==> src/hdl/ptns_pkg.sv <==
`default_nettype none
package ptns_pkg;

    localparam int unsigned DEPTH_DEF = 1024;

    localparam int COORD_W  = 24;
    localparam int PT_W     = 16;
    localparam int DIFF_W   = 25;
    localparam int DIST_W   = 50;
    localparam int INDEX_W  = 10;
    localparam int HITS_W   = 11;
    localparam int FUNC_W   = 3;
    localparam int STATUS_W = 2;

    localparam logic [FUNC_W-1:0] FUNC_ADD     = 3'd0;
    localparam logic [FUNC_W-1:0] FUNC_NEAREST = 3'd1;
    localparam logic [FUNC_W-1:0] FUNC_COUNT   = 3'd2;
    localparam logic [FUNC_W-1:0] FUNC_MATCH   = 3'd3;
    localparam logic [FUNC_W-1:0] FUNC_CLEAR   = 3'd4;

    localparam logic [STATUS_W-1:0] STATUS_OK    = 2'd0;
    localparam logic [STATUS_W-1:0] STATUS_FULL  = 2'd1;
    localparam logic [STATUS_W-1:0] STATUS_NONE  = 2'd2;

    // one unit in Q16.8
    localparam logic [DIFF_W-1:0] UNIT = 25'd256;

    typedef enum logic [2:0] {
        OP_ADD,
        OP_NEAREST,
        OP_COUNT,
        OP_MATCH,
        OP_CLEAR,
        OP_NOP
    } op_t;

    typedef struct packed {
        op_t                       op;
        logic signed [COORD_W-1:0] x_a;
        logic signed [COORD_W-1:0] y_a;
        logic signed [COORD_W-1:0] x_b;
        logic signed [COORD_W-1:0] y_b;
    } req_t;

    typedef enum logic [1:0] {
        ST_IDLE,
        ST_SCAN,
        ST_DRAIN
    } state_t;

    // round half up to a whole number, saturate at the top
    function automatic logic signed [PT_W-1:0] round_coord(input logic signed [COORD_W-1:0] q);
        logic signed [DIFF_W-1:0] s;
        logic signed [PT_W:0]     r;
        s = {q[COORD_W-1], q} + 25'sd128;
        r = s[DIFF_W-1:8];
        if (r > 17'sd32767)
        begin
            r = 17'sd32767;
        end
        return r[PT_W-1:0];
    endfunction

    // |p*256 - q|
    function automatic logic [DIFF_W-1:0] abs_diff(input logic signed [PT_W-1:0] p,
                                                   input logic signed [COORD_W-1:0] q);
        logic signed [DIFF_W-1:0] d;
        d = {p[PT_W-1], p, 8'h00} - {q[COORD_W-1], q};
        return d[DIFF_W-1] ? (-d) : d;
    endfunction

endpackage
`default_nettype wire

==> src/hdl/ptns_front.sv <==
`default_nettype none
module ptns_front
    import ptns_pkg::*;
(
    input  wire logic                clk,
    input  wire logic                rst_n,
    input  wire logic                s_tvalid,
    output logic                     s_tready,
    input  wire logic [4*COORD_W-1:0] s_tdata,
    input  wire logic [FUNC_W-1:0]   s_tuser,
    output req_t                     req,
    output logic                     req_valid,
    input  wire logic                req_pop
);

    req_t       entry_reg [2];
    logic       wr_ptr_reg, wr_ptr_next;
    logic       rd_ptr_reg, rd_ptr_next;
    logic [1:0] fill_reg, fill_next;
    logic       push;
    req_t       incoming;

    always_comb
    begin
        incoming.x_a = s_tdata[COORD_W-1:0];
        incoming.y_a = s_tdata[2*COORD_W-1:COORD_W];
        incoming.x_b = s_tdata[3*COORD_W-1:2*COORD_W];
        incoming.y_b = s_tdata[4*COORD_W-1:3*COORD_W];
        case (s_tuser)
            FUNC_ADD:     incoming.op = OP_ADD;
            FUNC_NEAREST: incoming.op = OP_NEAREST;
            FUNC_COUNT:   incoming.op = OP_COUNT;
            FUNC_MATCH:   incoming.op = OP_MATCH;
            FUNC_CLEAR:   incoming.op = OP_CLEAR;
            default:      incoming.op = OP_NOP;
        endcase
    end

    assign s_tready  = (fill_reg != 2'd2);
    assign push      = s_tvalid && s_tready;
    assign req_valid = (fill_reg != 2'd0);
    assign req       = entry_reg[rd_ptr_reg];

    always_comb
    begin
        wr_ptr_next = push ? !wr_ptr_reg : wr_ptr_reg;
        rd_ptr_next = req_pop ? !rd_ptr_reg : rd_ptr_reg;
        fill_next   = fill_reg + {1'b0, push} - {1'b0, req_pop};
    end

    always_ff @(posedge clk or negedge rst_n)
    begin
        if (!rst_n)
        begin
            wr_ptr_reg <= 1'b0;
            rd_ptr_reg <= 1'b0;
            fill_reg   <= 2'd0;
        end
        else
        begin
            wr_ptr_reg <= wr_ptr_next;
            rd_ptr_reg <= rd_ptr_next;
            fill_reg   <= fill_next;
        end
    end

    always_ff @(posedge clk)
    begin
        if (push)
        begin
            entry_reg[wr_ptr_reg] <= incoming;
        end
    end

endmodule
`default_nettype wire

==> config.mk <==
export PLATFORM = sky130hd
export DESIGN_NAME = ptns_front
export DESIGN_NICKNAME = d
export VERILOG_FILES = /design/src/hdl/ptns_pkg.sv /design/src/hdl/ptns_front.sv
export SDC_FILE = /design/constraint.sdc
export NUM_CORES = 1
export LEC_CHECK = 0
export BUFFER_PORTS_ARGS = -buffer_cell sky130_fd_sc_hd__buf_2
export CAP_MARGIN = 15
export CORE_MARGIN = 2
export CORE_UTILIZATION = 50
export DETAILED_ROUTE_END_ITERATION = 10
export PLACE_DENSITY = 0.84
export SLEW_MARGIN = 20
export SYNTH_ARGS = -nofsm -noshare
export SYNTH_HDL_FRONTEND = slang
export SYNTH_SLANG_ARGS = --single-unit
==> constraint.sdc <==
create_clock -name clk -period 8.65 [get_ports clk]
set_input_delay 0.865 -clock clk [delete_from_list [all_inputs] [get_ports clk]]
set_output_delay 0.865 -clock clk [all_outputs]
set_load 0.01 [all_outputs]
### Yosys cells after proc, flatten, opt, wreduce, memory -nomap -nowiden

Memory sizes are Yosys's and may differ from the RTL's.
Cells that the tools add are included.

| storage, ports and cells | value |
|---|---|
| input bits | 103 |
| memories | 1 |
| word-level logic and storage cells | 19 |
| output and inout port bits | 101 |
| memory bits (writable) | 198 |
| flip-flop bits (word level) | 4 |

Memories:

| memory | depth | width | read ports | clocked after memory_dff | write ports | RTL line | text |
|---|---|---|---|---|---|---|---|
| entry_reg | 2 | 99 | 1 | 0 | 1 | ptns_front.sv:16 | `req_t entry_reg [2];` |

| cells by class | value |
|---|---|
| add/subtract/negate cells | 2 |
| reduce and logical (&&, ||, !) cells | 5 |
| equal/unequal tests | 5 |
| muxes and demuxes | 3 |

Operators with widths:

| cell | number |
|---|---|
| 3-bit one-hot mux with 5 select lines | 1 |
| 3-bit by 2-bit equality test with 1-bit output (second input constant) | 2 |
| 3-bit by 1-bit equality test with 1-bit output (second input constant) | 1 |
| 3-bit equality test (second input constant) | 1 |
| 3-bit logical NOT | 1 |
| 2-bit by 1-bit adder with 2-bit output | 1 |
| 1-bit logical NOT | 2 |
| 1-bit two-way mux | 2 |
| 2-bit != test (second input constant) | 1 |
| 2-bit nonzero test | 1 |
| 2-bit by 1-bit subtractor with 2-bit output | 1 |
| 1-bit logical AND | 1 |

### Depth between registers and ports, before layout

Gate-level depths: netlist of run 1.

| logic depth | value |
|---|---|
| depth after elaboration | 4 |
| gate-level depth with buffers | 5 |
| gate-level depth less buffers | 5 |

### Worst setup path before layout of run 1

No wires, ideal clock.

| timing path | value |
|---|---|
| path type | in2reg |
| start | input s_tvalid |
| end | memory entry_reg[0][0] (netlist bit) (enable) |
| setup time | 558 ps |
| required time | 8092 ps |
| path slack | 2999 ps |
| stages on the path | 2 |
| data arrival time | 5094 ps |
| buffers on the path | 0 |
| path through | nand2_1 > nor2_1 |

| on the way | value |
|---|---|
| word-level cells in the longest chain between the ends | 3 |

Ends and longest elaborated chain:

| what | RTL line | text |
|---|---|---|
| start: declaration | ptns_front.sv:7 | `input wire logic s_tvalid,` |
| 1-bit logical AND | ptns_front.sv:40 | `assign push = s_tvalid && s_tready;` |
| 1-bit two-way mux | ptns_front.sv:69 | `if (push)` |
| 1-bit two-way mux (not written as such) | ptns_front.sv:71 | `entry_reg[wr_ptr_reg] <= incoming;` |
| end: declaration | ptns_front.sv:16 |  |

Every way passes these cells.

==> results of run 1 <==
[metrics by stage]
step | hold WS [ns] | total power [mW] | instance area (um^2) | util [%]
final | 0.1904 | 3.256 | 9590 | 62.85
after global routing | 0.1739 | 3.421 | 9590 | 62.85
after CTS | 0.1764 | 3.306 | 9590 | 62.85
after detailed placement | 0.5490 | 2.497 | 8972 | 58.80
after global placement | 0.5180 | 2.463 | 8972 | 58.80
after floorplan | 0.4608 | 2.253 | 7861 | -
[final cells by class]
type / count / area [um^2] / share of cell area, %
Sequential cell: 202 / 6050 / 63.08
Multi-Input combinational cell: 114 / 1613 / 16.82
Timing Repair Buffer: 207 / 1046 / 10.91
Clock buffer: 28 / 551.8 / 5.753
Tap cell: 211 / 264.0 / 2.753
Clock inverter: 9 / 66.31 / 0.6915
[cells by family after synthesis]
kind of cell | Yosys count | synth area share (%)
DFF | 202 | 76.91
muxes | 99 | 18.91
AOI/OAI and AO/OA | 3 | 0.3343
adders and majority gates | 1 | 0.1591
buffers and inverters | 12 | 2.737
xor gates and xnor gates | 4 | 0.4457
and+or+nand+nor | 7 | 0.5095
[cell usage after synthesis, types with 3 or more instances]
cell type	count
edfxtp_1	198
mux2_4	99
buf_12	10
dfrtp_1	4
xnor2_1	3
[cell usage in the layout (no fill, tap or decap), drive strengths merged]
cell type  Yosys  final
a21bo          1      1
a21o           1      1
a21oi          1      1
and3           1      1
buf           11    207
bufinv         0      1
clkbuf         1     28
clkinv         0      8
dfrtp          4      4
edfxtp       198    198
ha             1      1
mux2          99     99
nand2          1      1
nand2b         1      1
nor2           1      1
nor2b          1      1
nor3b          1      1
or2            1      1
xnor2          3      3
xor2           1      1
[per-layer routing]
metal,track usage (%),wire length [um]
met3,4.666,1062
met2,26.13,6696
met4,5.371,338
met1,18.82,5209
met5,0,0
[power breakdown]
group | leakage [nW] | internal (mW) | switching (mW) | total, mW
Combinational | 1.68 | 0.534 | 0.457 | 0.991
Sequential | 1.89 | 1.34 | 0.122 | 1.46
Clock | 0.305 | 0.476 | 0.326 | 0.802
Total | 3.87 | 2.35 | 0.905 | 3.26
[worst max path at each step]
stage	startpoint	endpoint	depth (start not counted)
2_1_floorplan	s_tvalid	entry_reg[0][0]	2
3_3_place_gp	rd_ptr_reg	req[48]	3
3_5_place_dp	rd_ptr_reg	req[48]	3
4_1_cts	rd_ptr_reg	req[48]	3
5_1_grt	rd_ptr_reg	req[53]	3
6_report	rd_ptr_reg	req[56]	3
==> flow_summary_export.csv, run 1 <==
group,metric,value,unit
timing,maxSlewHeadroom,37.71,%
logic_synthesis,ys_seq_area_share,76.91,%
timing,setup_tns,0,ns
detailed_routing,antenna_left,0,
critical_path,crit_required,7.79,ns
power_and_ir_drop,power_leakage,3.875,nW
cells_and_area,num-fill-cells,1059,
logic_synthesis,synthTopCellsByArea,"edfxtp_1, mux2_4, buf_12",
place,globalplace.congestion,0.7168,
min_path,hold_class,"input pin to async pin",
cells_and_area,fin_cells,771,
timing,max_freq,267.2,MHz
place,io_buffers,203,
clocking,cts_buffer_depth,3,
timing,setup_slack,4.908,ns
detailed_routing,drt_first_pass_iters,4,
detailed_routing,wl_per_cell,17.26,um
grt,grt_pass1_vias,3871,
logic_synthesis,syn_avg_cell_area,23.97,um^2
detailed_routing,vias,3758,
detailed_routing,wl,13310,um
floorplanning,core_area,15260,um^2
critical_path,endpoint_kind,"primary output",
logic_synthesis,yosysWarnings,0,
critical_path,path_cells,"buf_4, mux2_4, buf_2",
clocking,post_cts_buffers,0,
detailed_routing,drc,0,
clocking,clock_latency,0.47,ns
detailed_routing,vias_per_cell,4.874,
logic_synthesis,synth-main-ff-cell,"edfxtp_1",
clocking,cts-root-buf,"clkbuf_16",
floorplanning,dieArea,16740,um^2
logic_synthesis,yosysTopAreaCell,"edfxtp_1",
floorplanning,rows,45,
logic_synthesis,netlist_area,7861,um^2
clocking,cts_tree,"done",
flow_run,drv_cap,0,
critical_path,startpoint_type,"register",
critical_path,regToRegSetupSlack,6.21,ns
clocking,cts_hold_buf,0,
clocking,cts_buffers,21,
timing,worstMarginPinSlew,0.9344,ns
critical_path,rr_worst_depth,5,
power_and_ir_drop,power_density,339.5,nW/um^2
logic_synthesis,syn_nets,432,
grt,grt_first_pass_wirelength,19690,um
outcome,status,"finished, final reports clean",
logic_synthesis,ys_ff_latch,202,
power_and_ir_drop,vdd_ir_drop_max,245.9,uV
logic_synthesis,synth_top_area_share,75.63,%
cells_and_area,area_growth,22.00,%
timing,rsz0062_at_grt,"false",
floorplanning,dieWidth,129.4,um
timing,layout_min_cycle_time,3.742,ns
floorplanning,io_pins,204,
logic_synthesis,ys_types,19,
critical_path,rr_startpoint,"fill_reg[1]",
logic_synthesis,syn_inst,328,
timing,skew,0.007332,ns
grt,antenna_found_initial,0,
cells_and_area,largest_reg_flops,198,
clocking,path_clk_slew,0.06,ns
floorplanning,die_y,129.4,um
critical_path,crit_path_max_fanout,51,
grt,grt-ovfl-total,0,
timing,final_hold_viol_count,0,
place,hpwl,9046,um
cells_and_area,drive_above_1_share,60.36,%
timing,drv_slew,0,
cells_and_area,fin_nets,650,
place,dpl_worst_slack,5.330,ns
critical_path,crit_type,"register to primary output",
grt,grt_usage,15.38,%
timing,min_period_over_period,43.26,%
critical_path,r2r-end,"entry_reg[0][89]",
critical_path,crit_family,"flip-flops",
clocking,clock-sinks,202,
critical_path,crit_buf_inv,2,
logic_synthesis,synth_edf_count,198,
floorplanning,initial_utilization,51.52,%
detailed_routing,drtIter0Drc,208,
grt,grt_max_degree,55,
place,placed_cells,734,
clocking,htreeDepth,1,
logic_synthesis,async_flop_share,1.980,%
critical_path,cp_slowest_cell,"dfrtp_4",
critical_path,slowest_delay,1.01,ns
timing,setup_viol,0,
clocking,cts_resized,0,
critical_path,arrival,2.88,ns
cells_and_area,antenna_cells,0,
Power figures use the tool's default switching activity.
==> run 2: changes to the inputs <==
==> constraint.sdc (replaced) <==
create_clock -name clk -period 3.7 [get_ports clk]
set_input_delay 0.37 -clock clk [delete_from_list [all_inputs] [get_ports clk]]
set_output_delay 0.37 -clock clk [all_outputs]
set_load 0.01 [all_outputs]
==> run 2 against run 1 <==
Against the previous run: combinational power increased by 140%; via count increased by 2.1%; global-route usage increased by 0.46 points; final area increased by 0.89%; register-to-register slack got worse by 4.7 ns; largest cell class unchanged; clock skew decreased by 0.0012 ns; clock power increased by 150%.
==> flow_summary_export.csv, run 2 (synthesized netlist as in run 1, its figures left out) <==
group,metric,value,unit
cells_and_area,fin_nets,652,
critical_path,startpoint_type,"register",
place,postPlaceCellArea,9017,um^2
clocking,htreeDepth,1,
cells_and_area,largest_reg_flops,198,
detailed_routing,drc,0,
clocking,cts_buffers,21,
floorplanning,dieWidth,129.4,um
critical_path,arrival,2.29,ns
timing,maxSlewHeadroom,41.97,%
timing,min_period_over_period,71.91,%
power_and_ir_drop,finalPower,7.750,mW
timing,layout_min_cycle_time,2.661,ns
timing,setup_viol,0,
place,globalplace.congestion,0.7207,
min_path,hold_class,"input pin to register",
detailed_routing,wl_per_cell,17.68,um
clocking,cts_buffer_depth,3,
detailed_routing,drtIter0Drc,220,
clocking,cts_resized,0,
timing,skew,0.006151,ns
detailed_routing,drt_first_pass_iters,4,
floorplanning,core_area,15260,um^2
floorplanning,die_y,129.4,um
grt,grt_pass1_vias,4060,
power_and_ir_drop,power_density,800.9,nW/um^2
detailed_routing,vias_per_cell,4.956,
timing,max_freq,375.9,MHz
place,io_buffers,203,
detailed_routing,antenna_left,0,
grt,antenna_found_initial,3,
timing,final_hold_viol_count,0,
grt,grt-ovfl-total,0,
timing,worstMarginPinSlew,0.8705,ns
cells_and_area,design_area,9676,um^2
floorplanning,io_pins,204,
critical_path,rr_worst_depth,3,
grt,grt_usage,15.84,%
cells_and_area,regArea,6050,um^2
clocking,cts_hold_buf,1,
cells_and_area,area_growth,23.08,%
clocking,clock_latency,0.47,ns
clocking,post_cts_buffers,0,
timing,drv_slew,0,
cells_and_area,final_cell_mix,"buf_2, edfxtp_1, mux2_4",
power_and_ir_drop,vdd_ir_drop_max,609.8,uV
clocking,clock-sinks,202,
floorplanning,rows,45,
cells_and_area,final_common_cell,"buf_2",
min_path,holdPathStages,1,
power_and_ir_drop,power_leakage,3.909,nW
flow_run,drv_cap,0,
grt,grt_max_degree,100,
critical_path,crit_required,3.33,ns
place,hpwl,8828,um
clocking,path_clk_slew,0.06,ns
critical_path,crit_path_max_fanout,42,
timing,setup_tns,0,ns
cells_and_area,num-fill-cells,1057,
detailed_routing,vias,3836,
grt,grt_first_pass_wirelength,20390,um
cells_and_area,multiInputGateArea,1613,um^2
critical_path,endpoint_kind,"primary output",
outcome,status,"finished, final reports clean",
timing,rsz0062_at_grt,"false",
critical_path,crit_type,"register to primary output",
cells_and_area,drive_above_1_share,60.68,%
clocking,cts-root-buf,"clkbuf_16",
detailed_routing,wl,13680,um
floorplanning,dieArea,16740,um^2
floorplanning,initial_utilization,51.52,%
clocking,cts_tree,"done",
==> run 2: changes by cell type in the layout (fill, tap and decap cells not counted) <==
cell           previous run  this run
diode_2                   0         1
inv_6                     0         1
buf_12                    0         3
dlygate4sd3_1             0         1
clkbuf_8                  0         2
clkbuf_1                  7         4
buf_4                     4         2
clkinv_2                  5         3
clkinv_4                  0         1
clkinv_1                  3         4
==> run 2: power by group <==
part | internal (mW) | switching (mW) | leakage [nW]
clock network | 1.15 | 0.812 | 0.319
registers | 3.13 | 0.265 | 1.89
logic | 1.27 | 1.11 | 1.70
==> run 2: layout make-up <==
| type | count | share of cell area, % |
|---|---|---|
| antenna | 1 | 0.02586 |
| sequential | 202 | 62.52 |
| clock buffer | 27 | 5.871 |
| tap | 211 | 2.729 |
| timing repair buffer | 209 | 11.38 |
| multi-input combinational | 114 | 16.67 |
| clock inverter | 10 | 0.8018 |
==> run 2: metal layers <==
layer / up-vias / track usage [%] / wire [um]
li1: 1742 / - / -
met1: 1903 / 19.24 / 5554
met2: 153 / 27.34 / 6735
met3: 34 / 4.996 / 1060
met4: 4 / 4.668 / 306
met5: - / 0 / 27
==> run 2: path summary, 6_finish.rpt <==
kind | slack [ns] | startpoint | to
setup / recovery | 1.04 | rd_ptr_reg | req[14]
hold / removal | 0.08 | s_tdata[90] | entry_reg[1][18]
setup reg to reg | 1.53 | fill_reg[1] | entry_reg[1][19]
hold reg to reg | 0.56 | fill_reg[0] | fill_reg[0]
max in group asynchronous | 3.33 | rst_n | rd_ptr_reg
min in group asynchronous | 0.23 | rst_n | fill_reg[0]
==> run 2: per-stage QoR <==
step / setup WS [ns] / cells / hold slack (ns) / util, %
after floorplan: 0.3088 / 328 / 0.07441 / -
after global placement: 1.544 / 735 / 0.1749 / 59.10
after detailed placement: 1.481 / 735 / 0.1816 / 59.10
after CTS: 1.010 / 773 / 0.06083 / 63.39
after global routing: 0.9342 / 773 / 0.06273 / 63.39
final: 1.039 / 774 / 0.07839 / 63.41
==> run 2: worst max-delay path: stages, from the launching register on <==
cell,delay (ns)
dfrtp_4,0.97
buf_12,0.33
mux2_4,0.34
buf_2,0.14
==> run 3: changes to the inputs <==
--- a/config.mk
+++ b/config.mk
@@ -5,6 +5,7 @@
 export SDC_FILE = /design/constraint.sdc
 export NUM_CORES = 1
 export LEC_CHECK = 0
+export ABC_AREA = 1
 export BUFFER_PORTS_ARGS = -buffer_cell sky130_fd_sc_hd__buf_2
 export CAP_MARGIN = 15
 export CORE_MARGIN = 2
==> constraint.sdc (replaced) <==
create_clock -name clk -period 2.7 [get_ports clk]
set_input_delay 0.27 -clock clk [delete_from_list [all_inputs] [get_ports clk]]
set_output_delay 0.27 -clock clk [all_outputs]
set_load 0.01 [all_outputs]
==> run 3 against run 2 <==
Against the previous run: register-to-register slack worse by 0.70 ns; die area hardly changed; utilization rose by 6.5 points; critical path depth unchanged; sequential share of layout area down 6.0 points; critical path type unchanged; largest cell class unchanged.
==> flow_summary_export.csv, run 3 <==
group,metric,value,unit
outcome,status,"finished, final reports clean",
power_and_ir_drop,vdd_ir_drop_max,670.8,uV
timing,rsz0062_at_grt,"false",
logic_synthesis,ys_types,15,
logic_synthesis,synth_common_cells,"edfxtp_1, mux2_4, buf_12, nand2_1, inv_1",
critical_path,crit_required,2.43,ns
timing,min_period_over_period,86.94,%
clocking,cts_tree,"done",
floorplanning,dieArea,16760,um^2
critical_path,crit_end,"req[60]",
detailed_routing,wl,15160,um
critical_path,cp_slowest_cell,"dfrtp_4",
detailed_routing,drc,0,
cells_and_area,final_cell_mix,"buf_2, edfxtp_1, mux2_4",
critical_path,cp.depth,3,
clocking,path_clk_slew,0.06,ns
clocking,clock-sinks,202,
logic_synthesis,synth-main-ff-cell,"edfxtp_1",
clocking,cts_resized,0,
timing,worstMarginPinSlew,0.7345,ns
floorplanning,initial_utilization,51.38,%
grt,grt_usage,17.46,%
floorplanning,die_y,129.5,um
grt,grt_max_degree,60,
detailed_routing,drtIter0Drc,225,
critical_path,slowest_delay,0.76,ns
grt,use_met1,20.97,%
cells_and_area,drive_above_1_share,50.97,%
grt,use_met3,3.922,%
clocking,clock_latency,0.48,ns
timing,skew,0.01371,ns
timing,setup_viol,0,
detailed_routing,vias,4203,
logic_synthesis,ys_seq_area_share,76.83,%
critical_path,crit_family,"flip-flops",
cells_and_area,antenna_cells,0,
logic_synthesis,ys_ff_latch,202,
power_and_ir_drop,p_int,7.833,mW
grt,grtUsageMet2,31.92,%
logic_synthesis,synth_edf_count,198,
logic_synthesis,yosysTopAreaCell,"edfxtp_1",
critical_path,path_cells,"buf_12, mux2_4, buf_2",
grt,grt_first_pass_wirelength,22390,um
place,postPlaceCellArea,9050,um^2
timing,setup_tns,0,ns
timing,layout_min_cycle_time,2.347,ns
timing,drv_slew,0,
detailed_routing,vias_per_cell,4.765,
cells_and_area,design_area,10710,um^2
critical_path,endpoint_kind,"primary output",
clocking,htreeDepth,1,
power_and_ir_drop,p_sw_share,28.19,%
critical_path,crit_buf_inv,2,
grt,grt_busiest_layer,"met2",
cells_and_area,largest_reg_flops,198,
critical_path,crit_start,"rd_ptr_reg",
logic_synthesis,async_flop_share,1.980,%
power_and_ir_drop,power_density,1019,nW/um^2
clocking,cts-root-buf,"clkbuf_16",
cells_and_area,fin_nets,763,
logic_synthesis,synthTopCellsByArea,"edfxtp_1, mux2_4, buf_12",
detailed_routing,antenna_left,0,
timing,max_freq,426.0,MHz
grt,antenna_found_initial,0,
logic_synthesis,synth_top_area_share,75.56,%
clocking,cts_buffer_depth,3,
power_and_ir_drop,p_switching,3.075,mW
cells_and_area,num-fill-cells,961,
power_and_ir_drop,power_leakage,4.376,nW
cells_and_area,final_common_cell,"buf_2",
timing,maxSlewHeadroom,51.04,%
flow_run,drv_cap,0,
place,globalplace.congestion,0.7113,
logic_synthesis,syn_inst,339,
floorplanning,core_area,15310,um^2
cells_and_area,multiInputGateArea,1600,um^2
cells_and_area,regArea,6050,um^2
critical_path,regToRegSetupSlack,0.83,ns
power_and_ir_drop,seqPwrFrac,42.0,%
logic_synthesis,syn_nets,443,
detailed_routing,wl_per_cell,17.18,um
grt,grt-ovfl-total,0,
place,hpwl,9076,um
cells_and_area,area_growth,36.08,%
critical_path,rr_worst_depth,5,
power_and_ir_drop,p_comb_share,32.1,%
floorplanning,dieWidth,129.5,um
min_path,hold_class,"input pin to register",
logic_synthesis,netlist_area,7869,um^2
critical_path,r2r-end,"entry_reg[0][39]",
floorplanning,rows,45,
detailed_routing,drt_first_pass_iters,6,
place,io_buffers,203,
floorplanning,io_pins,204,
timing,final_hold_viol_count,0,
critical_path,crit_path_max_fanout,33,
grt,grt_pass1_vias,4426,
power_and_ir_drop,clockPowerShare,25.9,%
clocking,cts_buffers,21,
logic_synthesis,yosysWarnings,0,
critical_path,rr_startpoint,"fill_reg[0]",
critical_path,arrival,2.08,ns
critical_path,crit_type,"register to primary output",
logic_synthesis,yosysMostFrequentCell,"edfxtp_1",
logic_synthesis,syn_avg_cell_area,23.21,um^2
critical_path,startpoint_type,"register",
-- run 3: changes by cell type in the layout (fill, tap and decap cells not counted), sizes merged, moves of 2 or more --
cell / change
dlygate4sd3: +97
clkbuf: -3
clkinv: -3
inv: +7
buf: +3
xnor2: -3
bufinv: +2
nor2: +3
nand2: +9
-- run 3: final cells by class --
class                      instances  area share, %
sequential                       202          56.50
inverter                           6         0.2103
tap                              211          2.466
clock inverter                    11          1.309
multi-input combinational        119          14.94
timing repair buffer             309          19.56
clock buffer                      24          5.013
-- run 3: metrics by stage --
| stage | std cells | power, mW | utilization [%] | hold slack, ns | setup slack (ns) |
|---|---|---|---|---|---|
| after floorplan | 339 | 7.167 | - | -0.02559 | -1.010 |
| after global placement | 749 | 7.927 | 59.09 | 0.07456 | 0.8776 |
| after detailed placement | 749 | 8.042 | 59.09 | 0.07995 | 0.8521 |
| after CTS | 882 | 10.99 | 69.92 | 0.01157 | 0.3333 |
| after global routing | 882 | 11.39 | 69.92 | 0.02015 | 0.2960 |
| final | 882 | 10.91 | 69.92 | 0.03216 | 0.3527 |
-- run 3: cell families after synthesis --
| kind of cell | count (synthesis) | synth area share (%) |
|---|---|---|
| xor gates and xnor gates | 1 | 0.1113 |
| buffers and inverters | 18 | 3.021 |
| muxes | 99 | 18.89 |
| and+or+nand+nor | 16 | 0.8268 |
| DFF | 202 | 76.83 |
| adders and majority gates | 1 | 0.1590 |
| AOI/OAI and AO/OA | 2 | 0.1590 |
-- run 3: what timing repair did --
action                    in CTS  in global routing
hold buffers                  98                  0
hold endpoints to repair     197                  0
buffers inserted               0                  0
-- run 3: metal layers --
metal / share of wire [%] / routed length [um]
met4: 1.6 / 246
met3: 6.5 / 987
met5: 0 / 0
met2: 53 / 7979
met1: 39 / 5943
-- run 3: worst min-delay path by stage --
stage                from  depth (start not counted)          endpoint  slack (ns)
2_1_floorplan       rst_n                          0       fill_reg[0]       -0.03
4_1_cts        s_tuser[2]                          1  entry_reg[0][98]        0.01
5_1_grt        s_tuser[2]                          1  entry_reg[1][98]        0.02
3_5_place_dp        rst_n                          1        rd_ptr_reg        0.08
6_report       s_tuser[2]                          1  entry_reg[0][98]        0.03
3_3_place_gp        rst_n                          1        rd_ptr_reg        0.07
-- run 3: power by group through the flow --
stage / clock network [mW] / registers, mW / logic (mW)
after detailed placement: 0 / 4.65 / 3.40
after global routing: 3.01 / 4.64 / 3.74
final: 2.83 / 4.58 / 3.50
after floorplan: 0 / 4.52 / 2.65
after global placement: 0 / 4.59 / 3.33
after CTS: 2.88 / 4.58 / 3.53
